--- src/sv/alm_pkg.sv ---
package alm_pkg;

    // block length limit and derived counter width
    localparam int MAX_BLOCK = 4096;
    localparam int CNT_W     = $clog2(MAX_BLOCK + 1);

    // sum of squares, Q.30 units, saturating
    localparam int SUM_W = 42;
    localparam logic [SUM_W-1:0] SUM_MAX = {SUM_W{1'b1}};

    // amplitude to level constants
    localparam logic [16:0] SILENCE_AMP  = 17'd32;
    localparam logic [20:0] FULL_LOG2    = 21'(15 * 65536);
    localparam logic [16:0] DB_SLOPE_Q20 = 17'd105218;
    localparam logic [15:0] FLOOR_VALUE  = 16'd656;

    // configuration register indexes
    typedef enum logic [2:0] {
        CFG_PEAK_HOLD   = 3'd0,
        CFG_DECAY_IDLE  = 3'd1,
        CFG_CLEAR_IDLE  = 3'd2,
        CFG_LEVEL_DECAY = 3'd3,
        CFG_PEAK_DECAY  = 3'd4
    } t_cfg_idx;

    typedef struct packed {
        logic [15:0] peak_hold_ms;
        logic [15:0] decay_idle_ms;
        logic [15:0] clear_idle_ms;
        logic [15:0] level_decay_factor;
        logic [15:0] peak_decay_factor;
    } t_cfg;

    // one job handed from the front to the back
    typedef struct packed {
        logic             is_tick;
        logic [SUM_W-1:0] sum;
        logic [CNT_W-1:0] cnt;
        logic [16:0]      peak;
        logic [31:0]      now_ms;
    } t_job;

    // log2(1 + i/16) in Q1.16
    function automatic logic [16:0] log2_tab(input logic [4:0] i);
        logic [16:0] v;
        case (i)
            5'd0:    v = 17'd0;
            5'd1:    v = 17'd5732;
            5'd2:    v = 17'd11136;
            5'd3:    v = 17'd16248;
            5'd4:    v = 17'd21098;
            5'd5:    v = 17'd25711;
            5'd6:    v = 17'd30109;
            5'd7:    v = 17'd34312;
            5'd8:    v = 17'd38336;
            5'd9:    v = 17'd42196;
            5'd10:   v = 17'd45904;
            5'd11:   v = 17'd49472;
            5'd12:   v = 17'd52911;
            5'd13:   v = 17'd56229;
            5'd14:   v = 17'd59434;
            5'd15:   v = 17'd62534;
            default: v = 17'd65536;
        endcase
        return v;
    endfunction

    // "now is after t" in wrapping ms time
    function automatic logic is_after(input logic [31:0] now, input logic [31:0] t);
        logic [31:0] diff;
        diff = now - t;
        return (diff != 32'd0) && !diff[31];
    endfunction

    function automatic logic [15:0] floored(input logic [15:0] v);
        return (v < FLOOR_VALUE) ? 16'd0 : v;
    endfunction

endpackage

--- src/sv/audio_level_meter_peak_hold_top.sv ---
// Audio level meter with peak hold.
// Input channel (i_in_valid / o_in_stall) carries one beat per audio sample
// (i_cmd = 0) or decay timer tick (i_cmd = 1) with its ms timestamp.
// Samples are summed and peak-tracked in the front at one beat per cycle
// unless the queue is full; i_last, or a block reaching MAX_BLOCK samples,
// hands the block to the back through a two-entry job queue, as does every
// tick. The back produces at most one result beat per job on o_out_valid /
// i_out_stall. A block job passes through the back in order: the pop in the
// idle state, 42 divider steps for the mean square, 21 square root steps,
// the log, drop and level states for RMS and then for peak, the update
// state and the output state. A tick with no result ends in the tick state;
// one that clears the meter goes on to the output state, one that decays it
// through the peak decay and output states. The input stalls only while the
// job queue holds two jobs, so sample beats stream at one per cycle as long
// as blocks end no faster than the back drains them.
// A stalled result stays in the output register; the back then waits with
// the next result, and the queue fills behind it.
// Configuration: i_cfg_valid / o_cfg_ready (always ready), write only while
// the block is idle. Reset (synchronous, active low) restores default
// register values and clears accumulators, meter and queue.
module audio_level_meter_peak_hold_top (
    input  logic               i_clk,
    input  logic               i_rst_n,
    input  logic               i_in_valid,
    output logic               o_in_stall,
    input  logic               i_cmd,
    input  logic signed [15:0] i_sample,
    input  logic               i_last,
    input  logic [31:0]        i_now_ms,
    output logic               o_out_valid,
    input  logic               i_out_stall,
    output logic [15:0]        o_level_out,
    output logic [15:0]        o_peak_out,
    input  logic               i_cfg_valid,
    output logic               o_cfg_ready,
    input  logic [2:0]         i_cfg_index,
    input  logic [15:0]        i_cfg_data
);

    alm_pkg::t_cfg r_cfg, n_cfg;
    alm_pkg::t_job push_job, pop_job;
    logic          push, pop, q_full, q_empty;

    assign o_cfg_ready = 1'b1;

    // configuration register writes
    always_comb begin
        n_cfg = r_cfg;
        if (i_cfg_valid) begin
            case (alm_pkg::t_cfg_idx'(i_cfg_index))
                alm_pkg::CFG_PEAK_HOLD:   n_cfg.peak_hold_ms       = i_cfg_data;
                alm_pkg::CFG_DECAY_IDLE:  n_cfg.decay_idle_ms      = i_cfg_data;
                alm_pkg::CFG_CLEAR_IDLE:  n_cfg.clear_idle_ms      = i_cfg_data;
                alm_pkg::CFG_LEVEL_DECAY: n_cfg.level_decay_factor = i_cfg_data;
                alm_pkg::CFG_PEAK_DECAY:  n_cfg.peak_decay_factor  = i_cfg_data;
                default: ;
            endcase
        end
    end

    always_ff @(posedge i_clk) begin
        if (!i_rst_n) begin
            r_cfg.peak_hold_ms       <= 16'd320;
            r_cfg.decay_idle_ms      <= 16'd120;
            r_cfg.clear_idle_ms      <= 16'd450;
            r_cfg.level_decay_factor <= 16'd51118;
            r_cfg.peak_decay_factor  <= 16'd58982;
        end else begin
            r_cfg <= n_cfg;
        end
    end

    alm_front u_front (
        .i_clk    (i_clk),
        .i_rst_n  (i_rst_n),
        .i_valid  (i_in_valid),
        .o_stall  (o_in_stall),
        .i_cmd    (i_cmd),
        .i_sample (i_sample),
        .i_last   (i_last),
        .i_now_ms (i_now_ms),
        .i_q_full (q_full),
        .o_push   (push),
        .o_job    (push_job)
    );

    alm_queue u_queue (
        .i_clk   (i_clk),
        .i_rst_n (i_rst_n),
        .i_push  (push),
        .i_job   (push_job),
        .o_full  (q_full),
        .i_pop   (pop),
        .o_job   (pop_job),
        .o_empty (q_empty)
    );

    alm_back u_back (
        .i_clk       (i_clk),
        .i_rst_n     (i_rst_n),
        .i_cfg       (r_cfg),
        .i_q_empty   (q_empty),
        .i_job       (pop_job),
        .o_pop       (pop),
        .o_valid     (o_out_valid),
        .i_stall     (i_out_stall),
        .o_level_out (o_level_out),
        .o_peak_out  (o_peak_out)
    );

endmodule

--- src/sv/alm_front.sv ---
module alm_front (
    input  logic               i_clk,
    input  logic               i_rst_n,
    input  logic               i_valid,
    output logic               o_stall,
    input  logic               i_cmd,
    input  logic signed [15:0] i_sample,
    input  logic               i_last,
    input  logic [31:0]        i_now_ms,
    input  logic               i_q_full,
    output logic               o_push,
    output alm_pkg::t_job      o_job
);

    logic [alm_pkg::SUM_W-1:0] r_sum, n_sum;
    logic [16:0]               r_peak, n_peak;
    logic [alm_pkg::CNT_W-1:0] r_cnt, n_cnt;

    logic                      accept;
    logic [16:0]               mag;
    logic [33:0]               sq_full;
    logic [alm_pkg::SUM_W:0]   sum_add;
    logic [alm_pkg::SUM_W-1:0] sum_new;
    logic [16:0]               peak_new;
    logic [alm_pkg::CNT_W-1:0] cnt_new;
    logic                      blk_end;

    assign o_stall = i_q_full;
    assign accept  = i_valid && !i_q_full;

    // per-sample accumulation
    always_comb begin
        mag      = i_sample[15] ? (17'h10000 - {1'b0, $unsigned(i_sample)})
                                : {1'b0, $unsigned(i_sample)};
        sq_full  = mag * mag;
        sum_add  = {1'b0, r_sum} + (alm_pkg::SUM_W+1)'(sq_full);
        sum_new  = sum_add[alm_pkg::SUM_W] ? alm_pkg::SUM_MAX : sum_add[alm_pkg::SUM_W-1:0];
        peak_new = (mag > r_peak) ? mag : r_peak;
        cnt_new  = r_cnt + 1'b1;
        blk_end  = i_last || (cnt_new == alm_pkg::CNT_W'(alm_pkg::MAX_BLOCK));
    end

    // job to the queue: every tick, every block end
    always_comb begin
        o_push         = accept && (i_cmd || blk_end);
        o_job.is_tick  = i_cmd;
        o_job.sum      = sum_new;
        o_job.cnt      = cnt_new;
        o_job.peak     = peak_new;
        o_job.now_ms   = i_now_ms;
    end

    always_comb begin
        n_sum  = r_sum;
        n_peak = r_peak;
        n_cnt  = r_cnt;
        if (accept && !i_cmd) begin
            if (blk_end) begin
                n_sum  = '0;
                n_peak = '0;
                n_cnt  = '0;
            end else begin
                n_sum  = sum_new;
                n_peak = peak_new;
                n_cnt  = cnt_new;
            end
        end
    end

    always_ff @(posedge i_clk) begin
        if (!i_rst_n) begin
            r_sum  <= '0;
            r_peak <= '0;
            r_cnt  <= '0;
        end else begin
            r_sum  <= n_sum;
            r_peak <= n_peak;
            r_cnt  <= n_cnt;
        end
    end

endmodule

--- src/sv/alm_queue.sv ---
module alm_queue (
    input  logic          i_clk,
    input  logic          i_rst_n,
    input  logic          i_push,
    input  alm_pkg::t_job i_job,
    output logic          o_full,
    input  logic          i_pop,
    output alm_pkg::t_job o_job,
    output logic          o_empty
);

    // two-entry job queue
    alm_pkg::t_job r_mem [2];
    logic          r_wp, r_rp;
    logic [1:0]    r_cnt;

    assign o_full  = (r_cnt == 2'd2);
    assign o_empty = (r_cnt == 2'd0);
    assign o_job   = r_mem[r_rp];

    always_ff @(posedge i_clk) begin
        if (i_push) begin
            r_mem[r_wp] <= i_job;
        end
    end

    always_ff @(posedge i_clk) begin
        if (!i_rst_n) begin
            r_wp  <= 1'b0;
            r_rp  <= 1'b0;
            r_cnt <= 2'd0;
        end else begin
            if (i_push) r_wp <= ~r_wp;
            if (i_pop)  r_rp <= ~r_rp;
            r_cnt <= r_cnt + {1'b0, i_push} - {1'b0, i_pop};
        end
    end

endmodule

--- src/sv/alm_back.sv ---
module alm_back (
    input  logic          i_clk,
    input  logic          i_rst_n,
    input  alm_pkg::t_cfg i_cfg,
    input  logic          i_q_empty,
    input  alm_pkg::t_job i_job,
    output logic          o_pop,
    output logic          o_valid,
    input  logic          i_stall,
    output logic [15:0]   o_level_out,
    output logic [15:0]   o_peak_out
);

    typedef enum logic [9:0] {
        S_IDLE = 10'b0000000001,
        S_DIV  = 10'b0000000010,
        S_SQRT = 10'b0000000100,
        S_LOGD = 10'b0000001000,
        S_DROP = 10'b0000010000,
        S_LVL  = 10'b0000100000,
        S_BUPD = 10'b0001000000,
        S_TICK = 10'b0010000000,
        S_PKD  = 10'b0100000000,
        S_OUT  = 10'b1000000000
    } t_state;

    localparam int SW = alm_pkg::SUM_W;
    localparam int CW = alm_pkg::CNT_W;

    t_state          r_state, n_state;
    alm_pkg::t_job   r_job, n_job;
    logic [5:0]      r_iter, n_iter;
    logic [CW-1:0]   r_rem, n_rem;
    logic [SW-1:0]   r_quo, n_quo;
    logic [SW-1:0]   r_sv, n_sv;
    logic [SW:0]     r_res, n_res;
    logic [SW-1:0]   r_bit, n_bit;
    logic            r_sel, n_sel;
    logic            r_zero, n_zero;
    logic [19:0]     r_d, n_d;
    logic [17:0]     r_drop, n_drop;
    logic [15:0]     r_lvl_rms, n_lvl_rms;
    logic [15:0]     r_lvl_pk, n_lvl_pk;
    logic [15:0]     r_mlevel, n_mlevel;
    logic [15:0]     r_mpeak, n_mpeak;
    logic [31:0]     r_utime, n_utime;
    logic            r_uvalid, n_uvalid;
    logic [31:0]     r_hold, n_hold;
    logic            r_ovalid, n_ovalid;
    logic [15:0]     r_olevel, n_olevel;
    logic [15:0]     r_opeak, n_opeak;

    // divider step
    logic [CW:0]     div_t;
    logic [CW:0]     div_sub;
    // square root step
    logic [SW:0]     sq_rb;
    // log2 stage
    logic [16:0]     amp;
    logic [3:0]      lg_e;
    logic [15:0]     lg_sh;
    logic [14:0]     lg_m;
    logic [16:0]     t_lo, t_hi;
    logic [23:0]     lg_prod;
    logic [16:0]     lg_lf;
    logic [20:0]     lg_l;
    logic [37:0]     drop_prod;
    logic [15:0]     lvl_val;
    // meter math
    logic [31:0]     pk_scaled;
    logic [31:0]     lv_scaled;
    logic [31:0]     elapsed;
    logic            out_free;

    assign o_valid     = r_ovalid;
    assign o_level_out = r_olevel;
    assign o_peak_out  = r_opeak;
    assign out_free    = !r_ovalid || !i_stall;

    always_comb begin
        // restoring division, one quotient bit per cycle
        div_t   = {r_rem, r_quo[SW-1]};
        div_sub = div_t - {1'b0, r_job.cnt};
        // square root, one result bit per cycle
        sq_rb   = r_res + {1'b0, r_bit};
        // operand of the level unit, amplitudes clamp at full scale
        if (!r_sel) begin
            amp = (r_res > (SW+1)'(32768)) ? 17'd32768 : r_res[16:0];
        end else begin
            amp = r_job.peak;
        end
        lg_e = 4'd0;
        for (int k = 0; k < 16; k++) begin
            if (amp[k]) lg_e = 4'(k);
        end
        lg_sh   = amp[15:0] << (4'd15 - lg_e);
        lg_m    = lg_sh[14:0];
        t_lo    = alm_pkg::log2_tab({1'b0, lg_m[14:11]});
        t_hi    = alm_pkg::log2_tab({1'b0, lg_m[14:11]} + 5'd1);
        lg_prod = 24'(t_hi - t_lo) * {13'd0, lg_m[10:0]};
        lg_lf   = t_lo + {4'd0, lg_prod[23:11]};
        lg_l    = {1'b0, lg_e, 16'd0} + {4'd0, lg_lf};
        drop_prod = {18'd0, r_d} * {21'd0, alm_pkg::DB_SLOPE_Q20} + 38'(1 << 19);
        if (r_zero || r_drop[17:16] != 2'd0) begin
            lvl_val = 16'd0;
        end else if (r_drop[15:0] == 16'd0) begin
            lvl_val = 16'hFFFF;
        end else begin
            lvl_val = 16'(17'h10000 - {1'b0, r_drop[15:0]});
        end
        pk_scaled = r_mpeak * i_cfg.peak_decay_factor;
        lv_scaled = r_mlevel * i_cfg.level_decay_factor;
        elapsed   = r_job.now_ms - r_utime;
    end

    always_comb begin
        n_state   = r_state;
        n_job     = r_job;
        n_iter    = r_iter;
        n_rem     = r_rem;
        n_quo     = r_quo;
        n_sv      = r_sv;
        n_res     = r_res;
        n_bit     = r_bit;
        n_sel     = r_sel;
        n_zero    = r_zero;
        n_d       = r_d;
        n_drop    = r_drop;
        n_lvl_rms = r_lvl_rms;
        n_lvl_pk  = r_lvl_pk;
        n_mlevel  = r_mlevel;
        n_mpeak   = r_mpeak;
        n_utime   = r_utime;
        n_uvalid  = r_uvalid;
        n_hold    = r_hold;
        n_ovalid  = r_ovalid && i_stall;
        n_olevel  = r_olevel;
        n_opeak   = r_opeak;
        o_pop     = 1'b0;
        unique case (r_state)
            S_IDLE: begin
                if (!i_q_empty) begin
                    o_pop  = 1'b1;
                    n_job  = i_job;
                    n_rem  = '0;
                    n_quo  = i_job.sum;
                    n_iter = '0;
                    n_state = i_job.is_tick ? S_TICK : S_DIV;
                end
            end
            S_DIV: begin
                if (!div_sub[CW]) begin
                    n_rem = div_sub[CW-1:0];
                    n_quo = {r_quo[SW-2:0], 1'b1};
                end else begin
                    n_rem = div_t[CW-1:0];
                    n_quo = {r_quo[SW-2:0], 1'b0};
                end
                n_iter = r_iter + 6'd1;
                if (r_iter == 6'(SW - 1)) begin
                    n_iter  = '0;
                    n_sv    = n_quo;
                    n_res   = '0;
                    n_bit   = SW'(1) << (SW - 2);
                    n_state = S_SQRT;
                end
            end
            S_SQRT: begin
                if ({1'b0, r_sv} >= sq_rb) begin
                    n_sv  = SW'({1'b0, r_sv} - sq_rb);
                    n_res = (r_res >> 1) + {1'b0, r_bit};
                end else begin
                    n_res = r_res >> 1;
                end
                n_bit  = r_bit >> 2;
                n_iter = r_iter + 6'd1;
                if (r_iter == 6'(SW / 2 - 1)) begin
                    n_sel   = 1'b0;
                    n_state = S_LOGD;
                end
            end
            S_LOGD: begin
                n_zero = (amp <= alm_pkg::SILENCE_AMP);
                n_d    = (lg_l >= alm_pkg::FULL_LOG2) ? 20'd0
                                                      : 20'(alm_pkg::FULL_LOG2 - lg_l);
                n_state = S_DROP;
            end
            S_DROP: begin
                n_drop  = drop_prod[37:20];
                n_state = S_LVL;
            end
            S_LVL: begin
                if (!r_sel) begin
                    n_lvl_rms = lvl_val;
                    n_sel     = 1'b1;
                    n_state   = S_LOGD;
                end else begin
                    n_lvl_pk  = lvl_val;
                    n_state   = S_BUPD;
                end
            end
            S_BUPD: begin
                n_mlevel = r_lvl_rms;
                n_utime  = r_job.now_ms;
                n_uvalid = 1'b1;
                if (r_lvl_pk >= r_mpeak) begin
                    n_mpeak = r_lvl_pk;
                    n_hold  = r_job.now_ms + {16'd0, i_cfg.peak_hold_ms};
                end else if (alm_pkg::is_after(r_job.now_ms, r_hold)) begin
                    n_mpeak = alm_pkg::floored((r_lvl_pk > pk_scaled[31:16]) ? r_lvl_pk
                                                                            : pk_scaled[31:16]);
                end
                n_state = S_OUT;
            end
            S_TICK: begin
                if (r_mlevel == 16'd0 && r_mpeak == 16'd0) begin
                    n_state = S_IDLE;
                end else if (r_uvalid && elapsed < {16'd0, i_cfg.decay_idle_ms}) begin
                    n_state = S_IDLE;
                end else if (r_uvalid && elapsed >= {16'd0, i_cfg.clear_idle_ms}) begin
                    n_mlevel = '0;
                    n_mpeak  = '0;
                    n_utime  = '0;
                    n_uvalid = 1'b0;
                    n_hold   = '0;
                    n_state  = S_OUT;
                end else begin
                    n_mlevel = alm_pkg::floored(lv_scaled[31:16]);
                    n_state  = S_PKD;
                end
            end
            S_PKD: begin
                if (alm_pkg::is_after(r_job.now_ms, r_hold)) begin
                    n_mpeak = alm_pkg::floored(pk_scaled[31:16]);
                end else begin
                    n_mpeak = alm_pkg::floored(r_mpeak);
                end
                n_state = S_OUT;
            end
            S_OUT: begin
                if (out_free) begin
                    n_ovalid = 1'b1;
                    n_olevel = r_mlevel;
                    n_opeak  = r_mpeak;
                    n_state  = S_IDLE;
                end
            end
            default: n_state = S_IDLE;
        endcase
    end

    // control and meter state
    always_ff @(posedge i_clk) begin
        if (!i_rst_n) begin
            r_state  <= S_IDLE;
            r_mlevel <= '0;
            r_mpeak  <= '0;
            r_utime  <= '0;
            r_uvalid <= 1'b0;
            r_hold   <= '0;
            r_ovalid <= 1'b0;
            r_iter   <= '0;
            r_sel    <= 1'b0;
        end else begin
            r_state  <= n_state;
            r_mlevel <= n_mlevel;
            r_mpeak  <= n_mpeak;
            r_utime  <= n_utime;
            r_uvalid <= n_uvalid;
            r_hold   <= n_hold;
            r_ovalid <= n_ovalid;
            r_iter   <= n_iter;
            r_sel    <= n_sel;
        end
    end

    // datapath
    always_ff @(posedge i_clk) begin
        r_job     <= n_job;
        r_rem     <= n_rem;
        r_quo     <= n_quo;
        r_sv      <= n_sv;
        r_res     <= n_res;
        r_bit     <= n_bit;
        r_zero    <= n_zero;
        r_d       <= n_d;
        r_drop    <= n_drop;
        r_lvl_rms <= n_lvl_rms;
        r_lvl_pk  <= n_lvl_pk;
        r_olevel  <= n_olevel;
        r_opeak   <= n_opeak;
    end

endmodule
--- config.mk ---
export PLATFORM = sky130hd
export DESIGN_NAME = audio_level_meter_peak_hold_top
export DESIGN_NICKNAME = d
export VERILOG_FILES = /design/src/sv/alm_pkg.sv /design/src/sv/audio_level_meter_peak_hold_top.sv /design/src/sv/alm_front.sv /design/src/sv/alm_queue.sv /design/src/sv/alm_back.sv
export SDC_FILE = /design/constraint.sdc
export NUM_CORES = 2
export LEC_CHECK = 0
export ABC_CLOCK_PERIOD_IN_PS = 16300
export BUFFER_PORTS_ARGS = -buffer_cell sky130_fd_sc_hd__clkbuf_2
export CAP_MARGIN = 10
export CORE_UTILIZATION = 50
export CTS_CLUSTER_DIAMETER = 30
export DETAILED_ROUTE_END_ITERATION = 12
export PLACE_DENSITY_LB_ADDON = 0.25
export SLEW_MARGIN = 10
export SYNTH_ARGS = -nofsm -noshare
export SYNTH_HDL_FRONTEND = slang
export SYNTH_HIERARCHICAL = 1
export SYNTH_SLANG_ARGS = --single-unit
export TNS_END_PERCENT = 50
--- constraint.sdc ---
create_clock -name i_clk -period 16.3 [get_ports i_clk]
set_clock_uncertainty 0.15 [all_clocks]
set_input_delay 0.815 -clock i_clk [delete_from_list [all_inputs] [get_ports i_clk]]
set_output_delay 0.815 -clock i_clk [all_outputs]
set_load 0.01 [all_outputs]
# Word level (Yosys, flattened, before mapping)
# Memories as Yosys holds them, arrays and structs flattened. A register that Yosys moved wholly into a read port is not among the register bits.
# Cells that the tools add are included.
dict set report op_classes {
  muxes 89
  reduce_logical 50
  addsub 21
  bitwise_logic 4
  shifts 1
  magnitude_cmp 13
  n_eq_ne 29
  div 0
  multipliers 5
}
# cell n
set op_table {}
lappend op_table {{2-to-1 mux 16 bit} 16}
lappend op_table {{2-to-1 mux 42 bit} 6}
lappend op_table {{one-hot mux 42 bit (2 select lines)} 3}
lappend op_table {{2-to-1 mux 32 bit} 4}
lappend op_table {{one-hot mux 32 bit (2 select lines)} 2}
lappend op_table {{2-to-1 mux 17 bit} 6}
lappend op_table {{one-hot mux 10 bit (9 select lines)} 1}
lappend op_table {{2-to-1 mux 43 bit} 2}
lappend op_table {{one-hot mux 43 bit (2 select lines)} 1}
lappend op_table {{2-to-1 mux 10 bit} 7}
lappend op_table {{less-than comparator 16 x 10 -> 1 bit (second input constant)} 4}
lappend op_table {{multiplier 16 x 16 -> 32 bit} 2}
lappend op_table {{subtractor 32 bit} 2}
lappend op_table {{2-to-1 mux 4 bit} 14}
lappend op_table {{zero test 16 bit} 3}
lappend op_table {{one-hot mux 16 bit (3 select lines)} 1}
lappend op_table {{adder 42 x 34 -> 43 bit} 1}
lappend op_table {{adder 42 x 42 -> 43 bit} 1}
lappend op_table {{adder 43 x 42 -> 43 bit} 1}
lappend op_table {{greater-or-equal comparator 42 x 43 -> 1 bit} 1}
lappend op_table {{> comparator 43 x 16 -> 1 bit (second input constant)} 1}
lappend op_table {{subtractor 42 bit} 1}
lappend op_table {{2-to-1 mux 13 bit} 3}
lappend op_table {{adder 37 x 20 -> 38 bit (second input constant)} 1}
lappend op_table {{other kinds (68)} 128}
dict set report totals {
  latch_bits 0
  output_inout_bits 35
  wordCells 250
  ramBits 210
  input_bits 74
  mem_bits_ro 512
  mem_count 3
  regBits 618
}
# memory words width rd rd_clocked_by_memory_dff write_ports line
set memory_table {}
lappend memory_table {{(name not given)} 16 16 1 0 0 alm_pkg.sv:46} ;# case (i)
lappend memory_table {{(name not given)} 16 16 1 0 0 alm_pkg.sv:46}
lappend memory_table {u_queue.r_mem 2 105 1 1 1 alm_queue.sv:13} ;# alm_pkg::t_job r_mem [2];

# Depth between registers and ports, before layout
# An unclocked memory read counts as a cell.
dict set report logic_depth {
  ltp_word 28
  mapped_depth 70
}

# Cells and area by module
# The synthesis kept the hierarchy.
# module cells_each area_per_inst_um2 n_inst
set modules_own_cells {}
lappend modules_own_cells {alm_back 6327 57247.4 1}
lappend modules_own_cells {alm_front 1608 13530.5 1}
lappend modules_own_cells {alm_queue 348 8052.7 1}
lappend modules_own_cells {audio_level_meter_peak_hold_top 300 3130.5 1}

# Worst setup path before layout
# No wires, ideal clock.
dict set report synth_path {
  path_kind {flip-flop to flip-flop}
  start {register u_back.r_res[39]}
  end {register u_back.r_d[10], data pin}
  setup_slack_ns 0.942
  required_time_ns 15.884
  setup_ns 0.266
  arrival_time_ns 14.942
  stages_incl_launch_ff 68
  cell_sequence {edfxtp_1 > or4_1 > a2111o_1 > or4_1 > buf_2 > or4_4 > and3_1 > buf_2 > a21oi_1 > o32ai_1 > a311oi_2 > and2_1 > clkbuf_1 > clkbuf_1 > inv_1 > ha_1 > clkbuf_1 > nor2_1 > [... 32 more ...] > or3_1 > a21o_1 > a21oi_1 > xnor2_1 > xnor2_1 > xnor3_1 > ha_1 > nor2b_1 > nor2_1 > nor3_1 > ha_1 > ha_1 > nand2_1 > o21ai_0 > a21oi_1 > nor2_1 > clkbuf_1 > nor2_1}
}
dict set report synth_between {
  elab_chain_cells 28
}
# element line
set synth_lines {}
lappend synth_lines {{from (decl)} alm_back.sv:36} ;# logic [SW:0] r_res, n_res;
lappend synth_lines {{from (signal assigned)} alm_back.sv:283} ;# r_res <= n_res;
lappend synth_lines {{> comparator 43 x 16 -> 1 bit *} alm_back.sv:88} ;# amp = (r_res > (SW+1)'(32768)) ? 17'd32768 : r_res[16:0];
lappend synth_lines {{2-to-1 mux 17 bit *} alm_back.sv:88}
lappend synth_lines {{2-to-1 mux 17 bit *} alm_back.sv:87} ;# if (!r_sel) begin
lappend synth_lines {{2-to-1 mux 1 bit} alm_back.sv:94} ;# if (amp[k]) lg_e = 4'(k);
lappend synth_lines {{2-to-1 mux 4 bit (14 in a row)} alm_back.sv:94}
lappend synth_lines {{subtractor 4 bit} alm_back.sv:96} ;# lg_sh = amp[15:0] << (4'd15 - lg_e);
lappend synth_lines {{<< shifter 16 x 4 -> 15 bit} alm_back.sv:96}
lappend synth_lines {{adder 4 x 1 -> 5 bit} alm_back.sv:99} ;# t_hi = alm_pkg::log2_tab({1'b0, lg_m[14:11]} + 5'd1);
lappend synth_lines {{memory (16 x 16 bit)} --}
lappend synth_lines {{2-to-1 mux 17 bit} alm_pkg.sv:46}
lappend synth_lines {{subtractor 17 x 17 -> 18 bit} alm_back.sv:100} ;# lg_prod = 24'(t_hi - t_lo) * {13'd0, lg_m[10:0]};
lappend synth_lines {{multiplier 24 x 11 -> 24 bit} alm_back.sv:100}
lappend synth_lines {{adder 17 x 13 -> 17 bit} alm_back.sv:101} ;# lg_lf = t_lo + {4'd0, lg_prod[23:11]};
lappend synth_lines {{adder 20 x 17 -> 21 bit *} alm_back.sv:102} ;# lg_l = {1'b0, lg_e, 16'd0} + {4'd0, lg_lf};
lappend synth_lines {{subtractor 20 bit or greater-or-equal comparator 21 x 20 -> 1 bit (tied branches)} {alm_back.sv:185, alm_back.sv:184}}
lappend synth_lines {{to (signal assigned)} alm_back.sv:286} ;# r_d <= n_d;
lappend synth_lines {{to (decl)} alm_back.sv:40} ;# logic [19:0] r_d, n_d;
# Every way passes the cells marked *; elsewhere a longest branch is shown, timed or not.
# A chain may end at the register's enable or synchronous reset.

# Final worst setup path
dict set report layout_path {
  start {register u_back.r_res[39]}
  end {register u_back.r_d[3], data pin}
}
# Same word-level chain as after synthesis.

==> flow_metrics.tcl <==
set metrics [dict create \
    seq_power_share_pct 22.3 \
    drtIter0Drc 3687 \
    drc 0 \
    hold_class "input pin to flop" \
    fin_ws_ns 0.834 \
    utilization_pct 56.4 \
    layout_commonest_cell "inv_1" \
    yosys.area_share.simple_pct 13.8 \
    synth_top_family_by_area "adder cells" \
    synth_xor_area_share_pct 4.21 \
    die_h_um 407 \
    antenna_found_initial 1 \
    hold_viol 0 \
    drt-pass1-iter-count 7 \
    cp_max_fo 21 \
    n_fill_cell 14000 \
    synthArstFlopShare_pct 0 \
    synthCells 8583 \
    ys.flop_type "edfxtp_1" \
    synth_cell_types 125 \
    status "finished, final reports clean" \
    ys_warn_count 6 \
    via_count 60600 \
    power.total_uw 15000 \
    postRouteAntennaNets 0 \
    seq_area_frac_synth_pct 26.3 \
    synth_top_area_share_pct 20.2 \
    fmax_mhz 64.7 \
    rows 148 \
    tightest_slew_ns 1.30 \
    p_sw_uw 6350 \
    dieArea_um2 166000 \
    wl_per_cell_um 18.2 \
    crit_required_ns 16.72 \
    cts_max_path_buffers 3 \
    drive_above_1_share_pct 9.75 \
    pwr-share-comb_pct 52.4 \
    grt_pass1_vias 62600 \
    start_util_pct 50.4 \
    synth_mux_area_share_pct 3.77 \
    multi_input_area_um2 53900 \
    nets 10400 \
    critPathSlowestCell "or4_4" \
    max_slew_margin_pct 12.7 \
    synth_edf_count 536 \
    core-area_um2 163000 \
    ir_drop_mv 0.327 \
    diodes 0 \
    critPathMaxStageDelay_ns 0.59 \
    die_x_um 407 \
    avgViaCountPerCell 5.49 \
    ys_top_cells_by_area "fa_1, edfxtp_1, ha_1" \
    synth_compound_area_share_pct 11.1 \
    synth_seq_cells 808 \
    rrSetupSlack_ns 0.83 \
    area_delta_synth_final_pct 12.0 \
    cts.sinks 808 \
    overflow 0 \
    grt_usage_pct 24.6 \
    internal_power_uw 8700 \
    cp_top_family "compound AO/OA/AOI/OAI gates" \
    yosys.area_share.adder_pct 32.3 \
    final_cells 11100 \
    dp_cells 10700 \
    cp.buffers_inverters 9 \
    seq_area_um2 21500 \
    period_share_pct 94.9 \
    power_density_nw_per_um2 164 \
    clk_pin_slew_ns 0.05 \
    critical_path_class "flop to flop" \
    finalSetupViolCount 0 \
    portBuffers 107 \
    period_minus_slack_ns 15.47 \
    worst_setup_path_start_kind "flop" \
    drv_cap 0 \
    switching_share_pct 42.2 \
    cts_tree "yes" \
    htree_levels 4 \
    cp-end-kind "flop" \
    hold_ws_ns 0.0671 \
    grt_max_degree 73 \
    p_clk_share_pct 25.3 \
    pre_cts_slack_ns 0.154 \
    crit_arrival_ns 15.88 \
    yosys.area.top_type "fa_1" \
    numCtsBuffers 186 \
    cts_root_buf "clkbuf_16" \
    postSynthAreaPerCell_um2 9.55 \
    io-pin-count 109 \
    p_leak_uw 0.0425 \
    clkLatencyLatePin_ns 0.83 \
    layout_common_cells "inv_1, nand2_1, fa_1, ha_1, edfxtp_1" \
    place_congestion 0.913 \
    syn_area_um2 82000 \
    slew_violations 0 \
    routed_wirelength_mm 201 \
    grt_pass1_wl_mm 327 \
    hpwl_mm 152 \
]
## cells by family after synthesis
family | Yosys count
adders and majority gates | 1621
AOI/OAI and AO/OA | 1365
and+or+nand+nor | 2365
other | 3
xor gates and xnor gates | 387
muxes | 269
DFF | 808
buffers and inverters | 1765
## registers in the layout (all words and copies together) (netlist names), 16 cells and up, named ones only
name / cells
u_queue/r_mem: 210
r_cfg: 80
u_back/r_job: 62
u_back/r_res: 43
u_back/r_quo: 42
u_back/r_sv: 42
u_front/r_sum: 42
u_back/r_hold: 32
u_back/r_utime: 32
u_back/r_bit: 21
u_back/r_d: 20
u_back/r_drop: 18
u_front/r_peak: 17
u_back/o_level_out: 16
u_back/o_peak_out: 16
u_back/r_lvl_pk: 16
u_back/r_lvl_rms: 16
u_back/r_mlevel: 16
u_back/r_mpeak: 16
## worst reg2reg max path, delay by kind of cell (launching register included)
kind	cells	cell delay [ns]
AO/OA/AOI/OAI	23	4.73
XOR/XNOR	4	0.81
adder cells (fa/ha/maj)	12	4.55
buffers and inverters	9	1.01
flip-flops	1	0.43
multiplexers	1	0.18
AND/OR/NAND/NOR	15	3.45
## final timing paths
path,from,end,cells past startpoint
worst max-delay path,u_back/r_res[39]$_SDFFCE_PN0P_,u_back/r_d[3]$_SDFFCE_PP0P_,64
worst min-delay path,i_now_ms[6],u_queue/r_mem[1][6]$_DFFE_PP_,1
worst max register to register,u_back/r_res[39]$_SDFFCE_PN0P_,u_back/r_d[3]$_SDFFCE_PP0P_,64
worst min register to register,u_back/r_hold[10]$_SDFFE_PN0P_,u_back/r_hold[10]$_SDFFE_PN0P_,2
## cell usage after synthesis, drive strengths merged, types with 45 or more instances
cell,count
dfxtp,272
nor2b,130
ha,791
a211oi,53
xor2,158
mux2,157
nor2,424
fa,829
a31oi,60
inv,1414
a22o,55
o21ai,252
clkbuf,259
nand4,45
nor3,108
nand2b,62
a21o,143
xnor2,226
mux2i,112
a21oi,367
and2,240
a22oi,45
o21bai,55
buf,91
nand3,120
and3,65
edfxtp,536
nand2,981
## metal layers
layer | up-vias | share of wire, % | track usage, %
li1 | 28800 | - | -
met5 | - | 0 | 0
met1 | 30000 | 43 | 31.8
met2 | 1554 | 49 | 42.5
met4 | 0 | 3.1 | 8.32
met3 | 340 | 4.4 | 2.86
## area by class of cell
cell class / count / share of cell area (%)
flip-flops and latches: 808 / 23.5
clock buffers: 233 / 5.55
inverters: 1415 / 5.79
well taps: 2175 / 2.96
multi-input cells: 6048 / 58.7
clock inverters: 118 / 1.72
repair buffers: 253 / 1.80
## stage by stage
step	setup TNS [ns]	cell area (µm²)
2_1_floorplan	0	82100
3_3_place_gp	0	84900
3_5_place_dp	0	84900
4_1_cts	0	91600
5_1_grt	-0.503	91800
6_report	0	91800
## what timing repair did
| item | in CTS | in global routing |
|---|---|---|
| resized for setup | 0 | 28 |
| hold endpoints to repair | 12 | 0 |
| buffers inserted | 0 | 10 |
| setup endpoints to repair | 0 | 20 |
| hold buffers | 6 | 0 |
## power by group through the flow
stage	combinational (µW)	sequential, µW	clock [µW]
2_1_floorplan	6030	3280	0
3_3_place_gp	7620	3380	0
3_5_place_dp	7780	3390	0
4_1_cts	7850	3360	3870
5_1_grt	8840	3390	3980
6_report	7890	3360	3800
(Power assumes the default switching activity.)
